File: src/shb_pkg.sv
package shb_pkg;

    localparam int BUCKET_INDEX_BITS = 24;
    localparam int KEY_BITS          = 8;
    localparam int HASH_BITS         = 64;
    localparam int SEED_BITS         = 32;
    localparam int CFG_DATA_BITS     = (SEED_BITS > BUCKET_INDEX_BITS) ? SEED_BITS
                                                                       : BUCKET_INDEX_BITS;
    localparam int CFG_INDEX_BITS    = 1;
    localparam int NIBBLE_BITS       = 4;
    localparam int HIGH_NIBBLE_SHIFT = 28;
    localparam int STEP_SHIFT        = 4;
    localparam int MIN_BUCKETS       = 13;
    localparam int PRODUCT_BITS      = NIBBLE_BITS + 1 + KEY_BITS + 1;
    localparam int QUEUE_DEPTH       = 2;
    localparam int QUEUE_PTR_BITS    = $clog2(QUEUE_DEPTH);
    localparam int QUEUE_CNT_BITS    = $clog2(QUEUE_DEPTH + 1);
    localparam int STEP_COUNT_BITS   = $clog2(HASH_BITS);

    localparam logic [CFG_INDEX_BITS-1:0] REG_HASH_SEED    = 1'd0;
    localparam logic [CFG_INDEX_BITS-1:0] REG_BUCKET_COUNT = 1'd1;

    typedef logic [BUCKET_INDEX_BITS-1:0] bucket_t;
    typedef logic [HASH_BITS-1:0]         hash_t;
    typedef logic [KEY_BITS-1:0]          key_t;
    typedef logic [SEED_BITS-1:0]         seed_t;

    typedef struct packed {
        hash_t   hash;
        bucket_t divisor;
    } job_t;

    typedef struct packed {
        logic valid;
        job_t job;
    } push_t;

    function automatic hash_t mix_byte(hash_t h, key_t c);
        logic [NIBBLE_BITS:0]    g;
        logic [PRODUCT_BITS-1:0] p;
        begin
            g = {1'b0, h[HIGH_NIBBLE_SHIFT +: NIBBLE_BITS]} + (NIBBLE_BITS+1)'(1);
            p = PRODUCT_BITS'(g) * PRODUCT_BITS'(c) + PRODUCT_BITS'(1);
            mix_byte = (h << STEP_SHIFT) ^ HASH_BITS'(p);
        end
    endfunction

    function automatic bucket_t effective_buckets(bucket_t n);
        bucket_t odd;
        begin
            odd = n | bucket_t'(1);
            if (odd < bucket_t'(MIN_BUCKETS))
                effective_buckets = bucket_t'(MIN_BUCKETS);
            else
                effective_buckets = odd;
        end
    endfunction

endpackage

File: src/shb_key_if.sv
interface shb_key_if;
    logic          valid;
    logic          ready;
    shb_pkg::key_t key_byte;

    modport source (output valid, output key_byte, input ready);
    modport sink   (input valid, input key_byte, output ready);
endinterface

File: src/shb_result_if.sv
interface shb_result_if;
    logic             valid;
    logic             ready;
    shb_pkg::bucket_t bucket_index;
    shb_pkg::hash_t   hash_value;

    modport source (output valid, output bucket_index, output hash_value, input ready);
    modport sink   (input valid, input bucket_index, input hash_value, output ready);
endinterface

File: src/seeded_string_hash_bucket.sv
// Seeded string hash with bucket reduction. Key bytes enter on the key channel at one
// word per cycle while the queue is not full; a zero byte closes the key and yields one
// result word with the 64-bit hash and its remainder modulo the bucket count (forced
// odd, at least 13). The byte update is combinational in the front end and registered
// in the hash register; each closed key then goes through a two-entry queue to a
// bit-serial remainder unit that works on one key at a time and takes the next only
// after moving its result to the result register. Input stalls on every byte while the
// queue is full, so short keys are limited by the remainder unit. A new seed takes
// effect at the next key start and a new bucket count at the next key end.
module seeded_string_hash_bucket (
    input  logic                                clk,
    input  logic                                rst_n,
    shb_key_if.sink                             key,
    shb_result_if.source                        result,
    input  logic                                cfg_we,
    input  logic [shb_pkg::CFG_INDEX_BITS-1:0]  cfg_index,
    input  logic [shb_pkg::CFG_DATA_BITS-1:0]   cfg_data
);

    shb_pkg::push_t push;
    shb_pkg::job_t  pop_job;
    logic           queue_full;
    logic           pop_valid;
    logic           pop;

    shb_front u_front (
        .clk        (clk),
        .rst_n      (rst_n),
        .cfg_we     (cfg_we),
        .cfg_index  (cfg_index),
        .cfg_data   (cfg_data),
        .key_valid  (key.valid),
        .key_byte   (key.key_byte),
        .key_ready  (key.ready),
        .queue_full (queue_full),
        .push       (push)
    );

    shb_queue u_queue (
        .clk       (clk),
        .rst_n     (rst_n),
        .push      (push),
        .full      (queue_full),
        .pop_valid (pop_valid),
        .pop_job   (pop_job),
        .pop       (pop)
    );

    shb_back u_back (
        .clk       (clk),
        .rst_n     (rst_n),
        .job_valid (pop_valid),
        .job       (pop_job),
        .job_pop   (pop),
        .out_valid (result.valid),
        .out_ready (result.ready),
        .out_index (result.bucket_index),
        .out_hash  (result.hash_value)
    );

endmodule

File: src/shb_front.sv
module shb_front (
    input  logic                                clk,
    input  logic                                rst_n,
    input  logic                                cfg_we,
    input  logic [shb_pkg::CFG_INDEX_BITS-1:0]  cfg_index,
    input  logic [shb_pkg::CFG_DATA_BITS-1:0]   cfg_data,
    input  logic                                key_valid,
    input  shb_pkg::key_t                       key_byte,
    output logic                                key_ready,
    input  logic                                queue_full,
    output shb_pkg::push_t                      push
);

    shb_pkg::seed_t   seed_reg;
    shb_pkg::bucket_t bucket_count_reg;
    shb_pkg::hash_t   hash_reg;
    shb_pkg::hash_t   hash_next;
    shb_pkg::hash_t   hash_start;
    logic             inside_key_reg;
    logic             inside_key_next;
    logic             accept;

    assign key_ready = !queue_full;
    assign accept    = key_valid && key_ready;

    always_comb
    begin
        hash_start = inside_key_reg ? hash_reg : shb_pkg::HASH_BITS'(seed_reg);
        hash_next  = hash_reg;
        inside_key_next = inside_key_reg;
        push.valid = 1'b0;
        push.job.hash = hash_start;
        push.job.divisor = shb_pkg::effective_buckets(bucket_count_reg);
        if (accept)
        begin
            if (key_byte != shb_pkg::key_t'(0))
            begin
                hash_next = shb_pkg::mix_byte(hash_start, key_byte);
                inside_key_next = 1'b1;
            end
            else
            begin
                push.valid = 1'b1;
                inside_key_next = 1'b0;
            end
        end
    end

    always_ff @(posedge clk or negedge rst_n)
    begin
        if (!rst_n)
        begin
            seed_reg         <= '0;
            bucket_count_reg <= shb_pkg::bucket_t'(shb_pkg::MIN_BUCKETS);
            hash_reg         <= '0;
            inside_key_reg   <= 1'b0;
        end
        else
        begin
            if (cfg_we)
            begin
                case (cfg_index)
                    shb_pkg::REG_HASH_SEED:
                        seed_reg <= cfg_data[shb_pkg::SEED_BITS-1:0];
                    shb_pkg::REG_BUCKET_COUNT:
                        bucket_count_reg <= cfg_data[shb_pkg::BUCKET_INDEX_BITS-1:0];
                    default: ;
                endcase
            end
            hash_reg       <= hash_next;
            inside_key_reg <= inside_key_next;
        end
    end

endmodule

File: src/shb_queue.sv
module shb_queue (
    input  logic           clk,
    input  logic           rst_n,
    input  shb_pkg::push_t push,
    output logic           full,
    output logic           pop_valid,
    output shb_pkg::job_t  pop_job,
    input  logic           pop
);

    shb_pkg::job_t                         entry_reg [shb_pkg::QUEUE_DEPTH];
    logic [shb_pkg::QUEUE_PTR_BITS-1:0]    wr_ptr_reg;
    logic [shb_pkg::QUEUE_PTR_BITS-1:0]    rd_ptr_reg;
    logic [shb_pkg::QUEUE_CNT_BITS-1:0]    count_reg;
    logic                                  do_push;
    logic                                  do_pop;

    assign full      = count_reg == shb_pkg::QUEUE_CNT_BITS'(shb_pkg::QUEUE_DEPTH);
    assign pop_valid = count_reg != '0;
    assign pop_job   = entry_reg[rd_ptr_reg];
    assign do_push   = push.valid && !full;
    assign do_pop    = pop && pop_valid;

    function automatic logic [shb_pkg::QUEUE_PTR_BITS-1:0] bump(
        logic [shb_pkg::QUEUE_PTR_BITS-1:0] p);
        begin
            if (p == shb_pkg::QUEUE_PTR_BITS'(shb_pkg::QUEUE_DEPTH - 1))
                bump = '0;
            else
                bump = p + shb_pkg::QUEUE_PTR_BITS'(1);
        end
    endfunction

    always_ff @(posedge clk)
    begin
        if (do_push)
            entry_reg[wr_ptr_reg] <= push.job;
    end

    always_ff @(posedge clk or negedge rst_n)
    begin
        if (!rst_n)
        begin
            wr_ptr_reg <= '0;
            rd_ptr_reg <= '0;
            count_reg  <= '0;
        end
        else
        begin
            if (do_push)
                wr_ptr_reg <= bump(wr_ptr_reg);
            if (do_pop)
                rd_ptr_reg <= bump(rd_ptr_reg);
            if (do_push && !do_pop)
                count_reg <= count_reg + shb_pkg::QUEUE_CNT_BITS'(1);
            else if (do_pop && !do_push)
                count_reg <= count_reg - shb_pkg::QUEUE_CNT_BITS'(1);
        end
    end

endmodule

File: src/shb_back.sv
module shb_back (
    input  logic              clk,
    input  logic              rst_n,
    input  logic              job_valid,
    input  shb_pkg::job_t     job,
    output logic              job_pop,
    output logic              out_valid,
    input  logic              out_ready,
    output shb_pkg::bucket_t  out_index,
    output shb_pkg::hash_t    out_hash
);

    localparam logic [1:0] ST_IDLE = 2'd0;
    localparam logic [1:0] ST_RUN  = 2'd1;
    localparam logic [1:0] ST_DONE = 2'd2;

    logic [1:0]                             state_reg;
    logic [1:0]                             state_next;
    logic [shb_pkg::STEP_COUNT_BITS-1:0]    step_reg;
    shb_pkg::hash_t                         dividend_reg;
    shb_pkg::bucket_t                       divisor_reg;
    shb_pkg::bucket_t                       rem_reg;
    shb_pkg::bucket_t                       rem_next;
    logic [shb_pkg::BUCKET_INDEX_BITS:0]    trial;
    logic                                   out_valid_reg;
    shb_pkg::bucket_t                       out_index_reg;
    shb_pkg::hash_t                         out_hash_reg;
    logic                                   hand_off;

    assign trial = {rem_reg, dividend_reg[shb_pkg::HASH_BITS-1]};

    always_comb
    begin
        if (trial >= {1'b0, divisor_reg})
            rem_next = shb_pkg::bucket_t'(trial - {1'b0, divisor_reg});
        else
            rem_next = trial[shb_pkg::BUCKET_INDEX_BITS-1:0];
    end

    assign job_pop  = (state_reg == ST_IDLE) && job_valid;
    assign hand_off = (state_reg == ST_DONE) && (!out_valid_reg || out_ready);

    always_comb
    begin
        state_next = state_reg;
        case (state_reg)
            ST_IDLE:
                if (job_valid)
                    state_next = ST_RUN;
            ST_RUN:
                if (step_reg == shb_pkg::STEP_COUNT_BITS'(shb_pkg::HASH_BITS - 1))
                    state_next = ST_DONE;
            ST_DONE:
                if (hand_off)
                    state_next = ST_IDLE;
            default:
                state_next = ST_IDLE;
        endcase
    end

    always_ff @(posedge clk)
    begin
        if (job_pop)
        begin
            dividend_reg <= job.hash;
            divisor_reg  <= job.divisor;
            rem_reg      <= '0;
        end
        else if (state_reg == ST_RUN)
        begin
            dividend_reg <= {dividend_reg[shb_pkg::HASH_BITS-2:0],
                             dividend_reg[shb_pkg::HASH_BITS-1]};
            rem_reg      <= rem_next;
        end
        if (hand_off)
        begin
            out_index_reg <= rem_reg;
            out_hash_reg  <= dividend_reg;
        end
    end

    always_ff @(posedge clk or negedge rst_n)
    begin
        if (!rst_n)
        begin
            state_reg     <= ST_IDLE;
            step_reg      <= '0;
            out_valid_reg <= 1'b0;
        end
        else
        begin
            state_reg <= state_next;
            if (job_pop)
                step_reg <= '0;
            else if (state_reg == ST_RUN)
                step_reg <= step_reg + shb_pkg::STEP_COUNT_BITS'(1);
            if (hand_off)
                out_valid_reg <= 1'b1;
            else if (out_ready)
                out_valid_reg <= 1'b0;
        end
    end

    assign out_valid = out_valid_reg;
    assign out_index = out_index_reg;
    assign out_hash  = out_hash_reg;

endmodule

File: src/flat_wrapper.sv
// flat-port wrapper written by rule: the top's interface ports become plain ports
module seeded_string_hash_bucket_flat 
  (clk, rst_n, cfg_we, cfg_index, cfg_data, key_valid, key_key_byte, key_ready, result_valid, result_bucket_index, result_hash_value, result_ready);
  shb_key_if key_i ();
  shb_result_if result_i ();
  input  logic clk;
  input  logic rst_n;
  input  logic cfg_we;
  input  logic [shb_pkg::CFG_INDEX_BITS-1:0] cfg_index;
  input  logic [shb_pkg::CFG_DATA_BITS-1:0] cfg_data;
  input wire logic [$bits(key_i.valid)-1:0] key_valid;
  input wire logic [$bits(key_i.key_byte)-1:0] key_key_byte;
  output wire logic [$bits(key_i.ready)-1:0] key_ready;
  output wire logic [$bits(result_i.valid)-1:0] result_valid;
  output wire logic [$bits(result_i.bucket_index)-1:0] result_bucket_index;
  output wire logic [$bits(result_i.hash_value)-1:0] result_hash_value;
  input wire logic [$bits(result_i.ready)-1:0] result_ready;
  assign key_i.valid = key_valid;
  assign key_i.key_byte = key_key_byte;
  assign key_ready = key_i.ready;
  assign result_valid = result_i.valid;
  assign result_bucket_index = result_i.bucket_index;
  assign result_hash_value = result_i.hash_value;
  assign result_i.ready = result_ready;
  seeded_string_hash_bucket u_core (.clk(clk), .rst_n(rst_n), .key(key_i), .result(result_i), .cfg_we(cfg_we), .cfg_index(cfg_index), .cfg_data(cfg_data));
endmodule
File: config.mk
export PLATFORM = sky130hd
export DESIGN_NAME = seeded_string_hash_bucket_flat
export DESIGN_NICKNAME = d
export VERILOG_FILES = /design/src/shb_pkg.sv /design/src/shb_key_if.sv /design/src/shb_result_if.sv /design/src/seeded_string_hash_bucket.sv /design/src/shb_front.sv /design/src/shb_queue.sv /design/src/shb_back.sv /design/src/flat_wrapper.sv
export SDC_FILE = /design/constraint.sdc
export NUM_CORES = 1
export LEC_CHECK = 0
export ABC_AREA = 1
export BUFFER_PORTS_ARGS = -buffer_cell sky130_fd_sc_hd__buf_2
export CORE_UTILIZATION = 51
export CTS_BUF_LIST = sky130_fd_sc_hd__clkbuf_16
export CTS_CLUSTER_DIAMETER = 80
export CTS_CLUSTER_SIZE = 40
export DETAILED_ROUTE_END_ITERATION = 10
export GPL_ROUTABILITY_DRIVEN = 0
export PLACE_DENSITY = 0.69
export SLEW_MARGIN = 10
export SYNTH_ARGS = -nofsm -noshare
export SYNTH_HDL_FRONTEND = slang
export SYNTH_HIERARCHICAL = 1
export SYNTH_SLANG_ARGS = --single-unit
File: constraint.sdc
create_clock -name clk -period 9.8 [get_ports clk]
set_input_delay 0.49 -clock clk [delete_from_list [all_inputs] [get_ports clk]]
set_output_delay 0.49 -clock clk [all_outputs]
set_load 0.005 [all_outputs]
# Word-level counts from Yosys, hierarchy flattened
# Memory sizes are Yosys's and may differ from the RTL's.
# Cells that the tools add are included.
[word_totals]
regBits = 334
latchBits = 0
ramBits = 176
mem_bits_ro = 0
output_inout_bits = 90
wordCells = 80
memories = 1
[classes]
add_sub_neg = 8
multipliers = 1
div_mod_pow = 0
n_lt_le_gt_ge = 2
n_eq_ne = 7
shift = 0
mux = 22
bitwise = 2
n_reduce_logical = 22
[memory_table]
columns = ["name", "depth", "width", "read_ports", "rd_ports_with_merged_regs", "wr", "line_no", "source"]
rows = [
  ["u_core.u_queue.entry_reg", 2, 88, 1, 0, 1, "shb_queue.sv:11", "shb_pkg::job_t entry_reg [shb_pkg::QUEUE_DEPTH];"],
]
[ops]
columns = ["operator", "n"]
rows = [
  ["two-way mux 64 bit", 3],
  ["bitwise XOR 64 x 14 -> 64 bit", 1],
  ["two-way mux 24 bit", 2],
  [">= comparator 25 x 24 -> 1 bit", 1],
  ["< comparator 24 x 4 -> 1 bit (second input constant)", 1],
  ["subtractor 24 bit", 1],
  ["adder 13 x 1 -> 14 bit (second input constant)", 1],
  ["multiplier 5 x 8 -> 13 bit", 1],
  ["two-way mux 6 bit", 2],
  ["two-way mux 2 bit", 5],
  ["two-way mux 1 bit", 9],
  ["nonzero test 2 bit", 4],
  ["nonzero test 8 bit", 1],
  ["logical AND 1 bit", 7],
  ["adder 6 x 1 -> 6 bit (second input constant)", 1],
  ["equality test 6 bit (second input constant)", 1],
  ["!= test 2 bit (second input constant)", 3],
  ["case mux 2 bit (3 select lines)", 1],
  ["AND reduction 2 bit", 3],
  ["adder 4 x 1 -> 5 bit (second input constant)", 1],
  ["equality test 2 bit (second input constant)", 2],
  ["logical NOT 1 bit", 4],
  ["AND reduction 3 bit", 1],
  ["adder 1 bit (second input constant)", 2],
  ["6 further kinds", 6],
]

# Logic depth before layout (Yosys ltp)
# Gate-level depths: netlist of run 1.
[depth]
depth_word = 9
mapped_depth = 25
ltp_nobuf = 24

# Hierarchy
# Netlist of run 1, hierarchy kept.
[modules_own_cells]
columns = ["module", "n_inst", "cells_each", "area_each_um2", "seq_area_each_um2"]
rows = [
  ["shb_back", 1, 1002, 9739.3, 5990.7],
  ["shb_front", 1, 904, 6911.6, 3005.4],
  ["shb_queue", 1, 491, 6618.8, 5385.2],
]

# Least setup slack after synthesis of run 1
# No wires, ideal clock.
[synth_path]
path_type = "input to register"
startpoint = "in key_key_byte[7]"
endpoint = "mem u_core/u_queue/entry_reg[1][0] (netlist name) (enable)"
setup_time_ns = 0.535
t_arrival_ns = 4.675
t_required_ns = 9.265
slack_ns = 4.590
stages = 5
path_buffers = 0
path_cell_list = "nor3_2 -> nand4_1 -> nor2_1 -> o21ai_0 -> nor2_1"
[synth_lines]
columns = ["item", "line_no", "source"]
rows = [
  ["start: declaration", "flat_wrapper.sv:12", "input wire logic [$bits(key_i.key_byte)-1:0] key_key_byte;"],
  ["end: declaration", "shb_queue.sv:11", ""],
]

==> results of run 1 <==
==> per-layer routing <==
layer	wire length (µm)	vias to the layer above	global-route usage [%]
li1	-	7772	-
met1	22000	7475	30.3
met2	22000	462	33.0
met3	2840	47	2.51
met4	785	0	4.87
met5	0	-	0
==> layout by cell type, fill, tap and decap left out, types with 5 or more instances in the layout <==
| cell type | instances |
|---|---|
| nand2_1 | 969 |
| edfxtp_1 | 352 |
| inv_1 | 295 |
| buf_2 | 134 |
| dfrtp_1 | 130 |
| o21ai_0 | 109 |
| nand3_1 | 77 |
| nor2_1 | 73 |
| ha_1 | 52 |
| nand4_1 | 36 |
| clkbuf_16 | 25 |
| dfxtp_1 | 24 |
| o21ai_1 | 21 |
| nand2_2 | 19 |
| fa_1 | 19 |
| nand3_2 | 16 |
| a21oi_1 | 15 |
| buf_4 | 11 |
| inv_2 | 11 |
| xnor2_1 | 11 |
| mux2_2 | 9 |
| xor2_1 | 7 |
| nand3b_1 | 6 |
| clkinv_16 | 5 |
| nor2_2 | 5 |
| nor2_4 | 5 |
==> Yosys cell counts, types with 9 or more instances <==
library cell,count
buf_2,33
ha_1,52
inv_2,11
nand3_2,16
dfrtp_1,131
xnor2_1,11
o21ai_1,21
a21oi_1,15
fa_1,19
inv_1,295
clkbuf_1,48
dfxtp_1,24
o21ai_0,109
nand3_1,77
nand2_1,971
mux2_2,9
nor2_1,75
nand2_2,17
nand4_1,36
edfxtp_1,352
==> report_power, final <==
group	switching (mW)	internal, mW
Combinational	2.44	1.16
Clock	0.783	0.592
Sequential	0.272	3.01
==> per-stage QoR <==
stage               cells  hold WS [ns]  instance area [µm²]  setup WS [ns]  util (%)
floorplan            2397         0.194                23300           4.59         -
global placement     3035         0.434                24200           4.75      54.4
detailed placement   3035         0.439                24200           4.49      54.4
CTS                  3082        0.0770                25300           4.50      56.7
global route         3082        0.0777                25300           4.13      56.7
finish               3083        0.0928                25300           4.43      56.7
==> cell families (layout without fill, tap and decap cells) <==
| group | count (synthesis) | in the layout |
|---|---|---|
| AND/OR/NAND/NOR | 1227 | 1227 |
| adder cells (fa/ha/maj) | 71 | 71 |
| buffers and inverters | 408 | 501 |
| other | 1 | 2 |
| XOR/XNOR | 19 | 19 |
| multiplexers | 9 | 9 |
| flip-flops | 509 | 509 |
| AO/OA/AOI/OAI | 153 | 153 |
==> worst max path at each step <==
stage                     cells past startpoint  slack, ns                              to                     startpoint
after global routing                         21       4.13     u_core/u_front/hash_reg[13]  u_core/u_front/inside_key_reg
final                                        21       4.43     u_core/u_front/hash_reg[13]  u_core/u_front/inside_key_reg
after CTS                                    21       4.50     u_core/u_front/hash_reg[13]  u_core/u_front/inside_key_reg
after global placement                       20       4.75      u_core/u_front/hash_reg[5]  u_core/u_front/inside_key_reg
after detailed placement                     21       4.49     u_core/u_front/hash_reg[13]  u_core/u_front/inside_key_reg
after floorplan                               5       4.59  u_core/u_queue/entry_reg[1][0]                key_key_byte[7]
==> layout make-up <==
class / count / share of cell area (%)
sequential: 509 / 56.9
timing repair buffer: 147 / 3.06
clock buffer: 25 / 2.47
clock inverter: 21 / 1.56
antenna: 1 / 0.00990
inverter: 308 / 4.59
tap: 592 / 2.93
multi-input combinational: 1480 / 28.5
==> what timing repair did <==
action,in CTS,in global routing
hold buffers,1,0
hold endpoints to repair,74,0
buffers inserted,0,0
==> flow_summary.toml, run 1 <==
[global_routing]
grt_max_degree = 90
antenna_found_initial = 0
track_usage_pct = 20.7
grt_pass1_vias = 15000
grt_pass1_wl_um = 77800
grt_overflow = 0

[power_and_ir_drop]
power_density_nw_per_um2 = 327
max-vdd-ir-drop_v = 0.000268
finalPower_mw = 8.26
p_leak_nw = 11.9

[timing]
rsz0062_at_grt = "false"
tns_ns = 0
min_period_ns = 5.37
fmax_mhz = 186
fin_crit_sh_pct = 54.8
slew_violations = 0
skew_ns = 0.0425
worstMarginPinSlew_ns = 1.12
setup-violations-final = 0
relSlewSlack_pct = 25.0
finalHoldViolCount = 0

[synth]
syn_inst = 2397
synthSimpleGateAreaFrac_pct = 21.8
synth_nets = 2514
synth_cell_types = 51
synth_top_area_share_pct = 45.4
synth-seq-cells = 509
yosys_warnings = 6
synth_top_family_by_area = "simple AND/OR/NAND/NOR gates"
synthAdderAreaFrac_pct = 4.43
synthMuxAreaShare_pct = 0.436
synth-compound-area-share_pct = 3.43
synthTopCellsByArea = "edfxtp_1, nand2_1, dfrtp_1, inv_1, ha_1"
syn_area_per_cell_um2 = 9.71
async_reset_ff_share_pct = 26.1
synthFlopType = "edfxtp_1"
yosys.area_share.xor_xnor_pct = 0.747
yosysTopAreaCell = "edfxtp_1"
netlist_area_um2 = 23300
yosysSeqAreaShare_pct = 61.8
synth-edff-count = 352

[cts]
cts-buffers-inserted = 25
htree_levels = 1
clockRootBuffer = "clkbuf_16"
clk_latency_ns = 0.61
numClockSinks = 509
tritoncts = "built"
path_clk_slew_ns = 0.13
cts_resized = 0
cts_buffer_depth = 3

[floorplanning]
core_um2 = 44600
die_h_um = 216
fp-row-count = 77
io_pins = 136
die_x_um = 216
floorplan.initialDensity_pct = 52.2
die_area_um2 = 46500

[place]
numPortBuffers = 135
hpwl_um = 33000

[route]
ant_nets = 0
route.detailed.drc = 0
routed_wl_um = 47700
drt_iter0_drc = 1354
dr.pass1.iters = 5
routedWlPerCell_um = 15.5
vias_per_cell = 5.11
num_vias = 15800

[finish]
fillers = 3818
ff_latch_area_um2 = 14400
drive_above_1_share_pct = 11.0
nNetsFinal = 2588
area_growth_pct = 8.65
multiInputGateArea_um2 = 7200
largest_reg_flops = 176

[hold_path]
hold_start = "cfg_data[0]"
hp-class = "input port to register"
whs_endpoint = "u_core/u_front/seed_reg[0]"
holdPathStages = 2

[critical_path]
cp_top_family = "adder cells"
cp_data_arrival_time_ns = 5.88
critical_path.startpoint_type = "register"
cp_num_buf_inv = 5
criticalPathCategory = "register to register"
r2r-end = "u_core/u_front/hash_reg[13]"
ff2ff_path_depth = 21
slowest_delay_ns = 0.54
required_ns = 10.31
path_common_cell = "nand2_1"
regToRegStartpoint = "u_core/u_front/inside_key_reg"
path_cells = "buf_4, inv_2, o21ai_1, ha_1, nand2_1, nor2_1, inv_1, nor2_1, fa_1, fa_1, inv_1, fa_1, inv_1, ha_1, nand2_1, nor2_1, nand3_1, nand3_1, nand2_1, nand3_1, nand2_1"
regToRegSetupSlack_ns = 4.43
crit_fanout = 51
slowest_stage = "fa_1"
crit_path_end_kind = "register"

[job]
cap_viol_max_count = 0

[status]
status = "complete, no violations"
Note: power is estimated with default switching activity, not from simulation.
==> run 2: changes to the inputs <==
- clock period: 9.8 -> 5.3 ns (I/O delays scaled with it)
==> run 2 against run 1 <==
Net effect:
- die area unchanged
- via count up 0.83%
- clock skew increased by 0.0090 ns
- register-to-register slack worse by 3.7 ns
- combinational power increased by 88%
- design area up 1.0%
- largest cell class unchanged
- highest routed layer unchanged
==> flow_summary.toml, run 2 (synthesis results as in run 1) <==
[finish]
layout_common_cells = "nand2_1, edfxtp_1, inv_1"
drive_above_1_share_pct = 11.0
final_util_pct = 57.3
area_growth_pct = 9.75
nNetsFinal = 2617
final_common_cell = "nand2_1"
n_antenna_cell = 0
fillers = 3813
largest_reg_flops = 176

[hold_path]
whs_endpoint = "u_core/u_front/seed_reg[16]"
hp-class = "input port to register"
hold_start = "cfg_data[16]"
holdPathStages = 3

[critical_path]
r2r-end = "u_core/u_front/hash_reg[13]"
regToRegStartpoint = "u_core/u_front/inside_key_reg"
required_ns = 5.79
critical_path.startpoint_type = "register"
cp_data_arrival_time_ns = 5.03
slowest_stage = "fa_1"
path_common_cell = "nand2_1"
ff2ff_path_depth = 22
path_cells = "inv_2, o21ai_1, ha_1, nand2_1, nor2_1, inv_1, nor2_1, fa_1, fa_1, inv_1, fa_1, inv_1, ha_1, nand2_1, inv_1, nand2_1, nand2_1, nand2_1, nand3_1, nand2_1, nand3_1, nand2_1"
regToRegSetupSlack_ns = 0.77
crit_fanout = 8
slowest_delay_ns = 0.55
criticalPathCategory = "register to register"
crit_path_end_kind = "register"

[global_routing]
grt_pass1_vias = 15200
track_usage_pct = 21.1
use_met3_pct = 2.11
grt_max_degree = 92
met2_usage_pct = 34.6
grt_overflow = 0
grt_busiest_layer = "met2"
grt_pass1_wl_um = 78900
met1_usage_pct = 30.4
antenna_found_initial = 0

[power_and_ir_drop]
p_leak_nw = 12.0
max-vdd-ir-drop_v = 0.000314
power_density_nw_per_um2 = 600

[route]
ant_nets = 0
dr.pass1.iters = 6
route.detailed.drc = 0
routedWlPerCell_um = 15.5
routed_wl_um = 48200
num_vias = 15900
drt_iter0_drc = 1191
vias_per_cell = 5.11

[floorplanning]
die_h_um = 216
io_pins = 136
floorplan.initialDensity_pct = 52.2
fp-row-count = 77
die_area_um2 = 46500
die_x_um = 216
core_um2 = 44600

[place]
hpwl_um = 33100
numPortBuffers = 135

[timing]
finalHoldViolCount = 0
tns_ns = 0
worstMarginPinSlew_ns = 1.14
fmax_mhz = 221
min_period_ns = 4.53
relSlewSlack_pct = 24.0
slew_violations = 0
fin_crit_sh_pct = 85.5
setup-violations-final = 0
rsz0062_at_grt = "false"
skew_ns = 0.0515

[cts]
htree_levels = 1
tritoncts = "built"
cts_resized = 0
numClockSinks = 509
clockRootBuffer = "clkbuf_16"
cts-buffers-inserted = 25
clk_latency_ns = 0.60
cts_buffer_depth = 3
path_clk_slew_ns = 0.12

[job]
cap_viol_max_count = 0

[status]
status = "complete, no violations"
## run 2: cell count changes in the layout (fill, tap and decap cells not counted), sizes merged
| cell | previous run | this run |
|---|---|---|
| diode | 1 | 0 |
| bufinv | 2 | 0 |
| clkinv | 11 | 9 |
| inv | 316 | 320 |
| dlygate4sd3 | 1 | 26 |
| buf | 146 | 150 |
## run 2: report_power, final
group | leakage [nW] | internal [mW] | total (mW) | switching [mW]
logic | 6.33 | 2.19 | 6.78 | 4.59
registers | 5.19 | 5.57 | 6.06 | 0.494
clock network | 0.472 | 1.02 | 2.48 | 1.46
## run 2: worst max-delay path by stage
| stage | from | end | slack, ns | cells past startpoint |
|---|---|---|---|---|
| after floorplan | u_core/u_queue/count_reg[1] | u_core/u_queue/entry_reg[1][0] | 0.22 | 7 |
| after global placement | u_core/u_front/inside_key_reg | u_core/u_front/hash_reg[5] | 1.04 | 19 |
| after detailed placement | u_core/u_front/inside_key_reg | u_core/u_front/hash_reg[13] | 0.80 | 22 |
| after CTS | u_core/u_front/inside_key_reg | u_core/u_front/hash_reg[8] | 0.80 | 20 |
| after global routing | u_core/u_front/inside_key_reg | u_core/u_front/hash_reg[12] | 0.41 | 20 |
| final | u_core/u_front/inside_key_reg | u_core/u_front/hash_reg[13] | 0.77 | 22 |
## run 2: final cells by class
cell class | count | area [µm²] | area share (%)
Tap cell | 592 | 741 | 2.90
Sequential cell | 509 | 14400 | 56.3
Timing Repair Buffer | 176 | 1070 | 4.18
Clock inverter | 21 | 360 | 1.41
Inverter | 308 | 1160 | 4.54
Multi-Input combinational cell | 1480 | 7200 | 28.2
Clock buffer | 25 | 626 | 2.45
## run 2: through the flow
stage,hold WS (ns),power [mW],area (µm²),std cells,worst slack (ns)
5_1_grt,0.0200,16.5,25500,3111,0.407
4_1_cts,0.00124,15.4,25500,3111,0.801
3_5_place_dp,0.413,12.8,24300,3039,0.799
6_report,0.00807,15.3,25500,3111,0.767
3_3_place_gp,0.400,12.6,24300,3039,1.04
2_1_floorplan,-0.0306,11.2,23300,2397,0.224
## run 2: routing by layer
layer | wire (µm) | up-vias
met5 | 0 | -
met3 | 2680 | 77
met1 | 22200 | 7509
li1 | - | 7815
met2 | 22400 | 485
met4 | 948 | 0
## run 2: repair_timing
item	in CTS	in global routing
hold endpoints to repair	125	0
setup endpoints to repair	0	0
hold buffers	26	0
setup buffers	0	0
## run 2: worst max-delay path: cells and delay by family, from the launching register on
kind	cells	cell delay [ns]
and+or+nand+nor	11	1.04
AOI/OAI and AO/OA	1	0.38
buffers and inverters	5	0.47
DFF	1	0.44
adders and majority gates	5	2.11
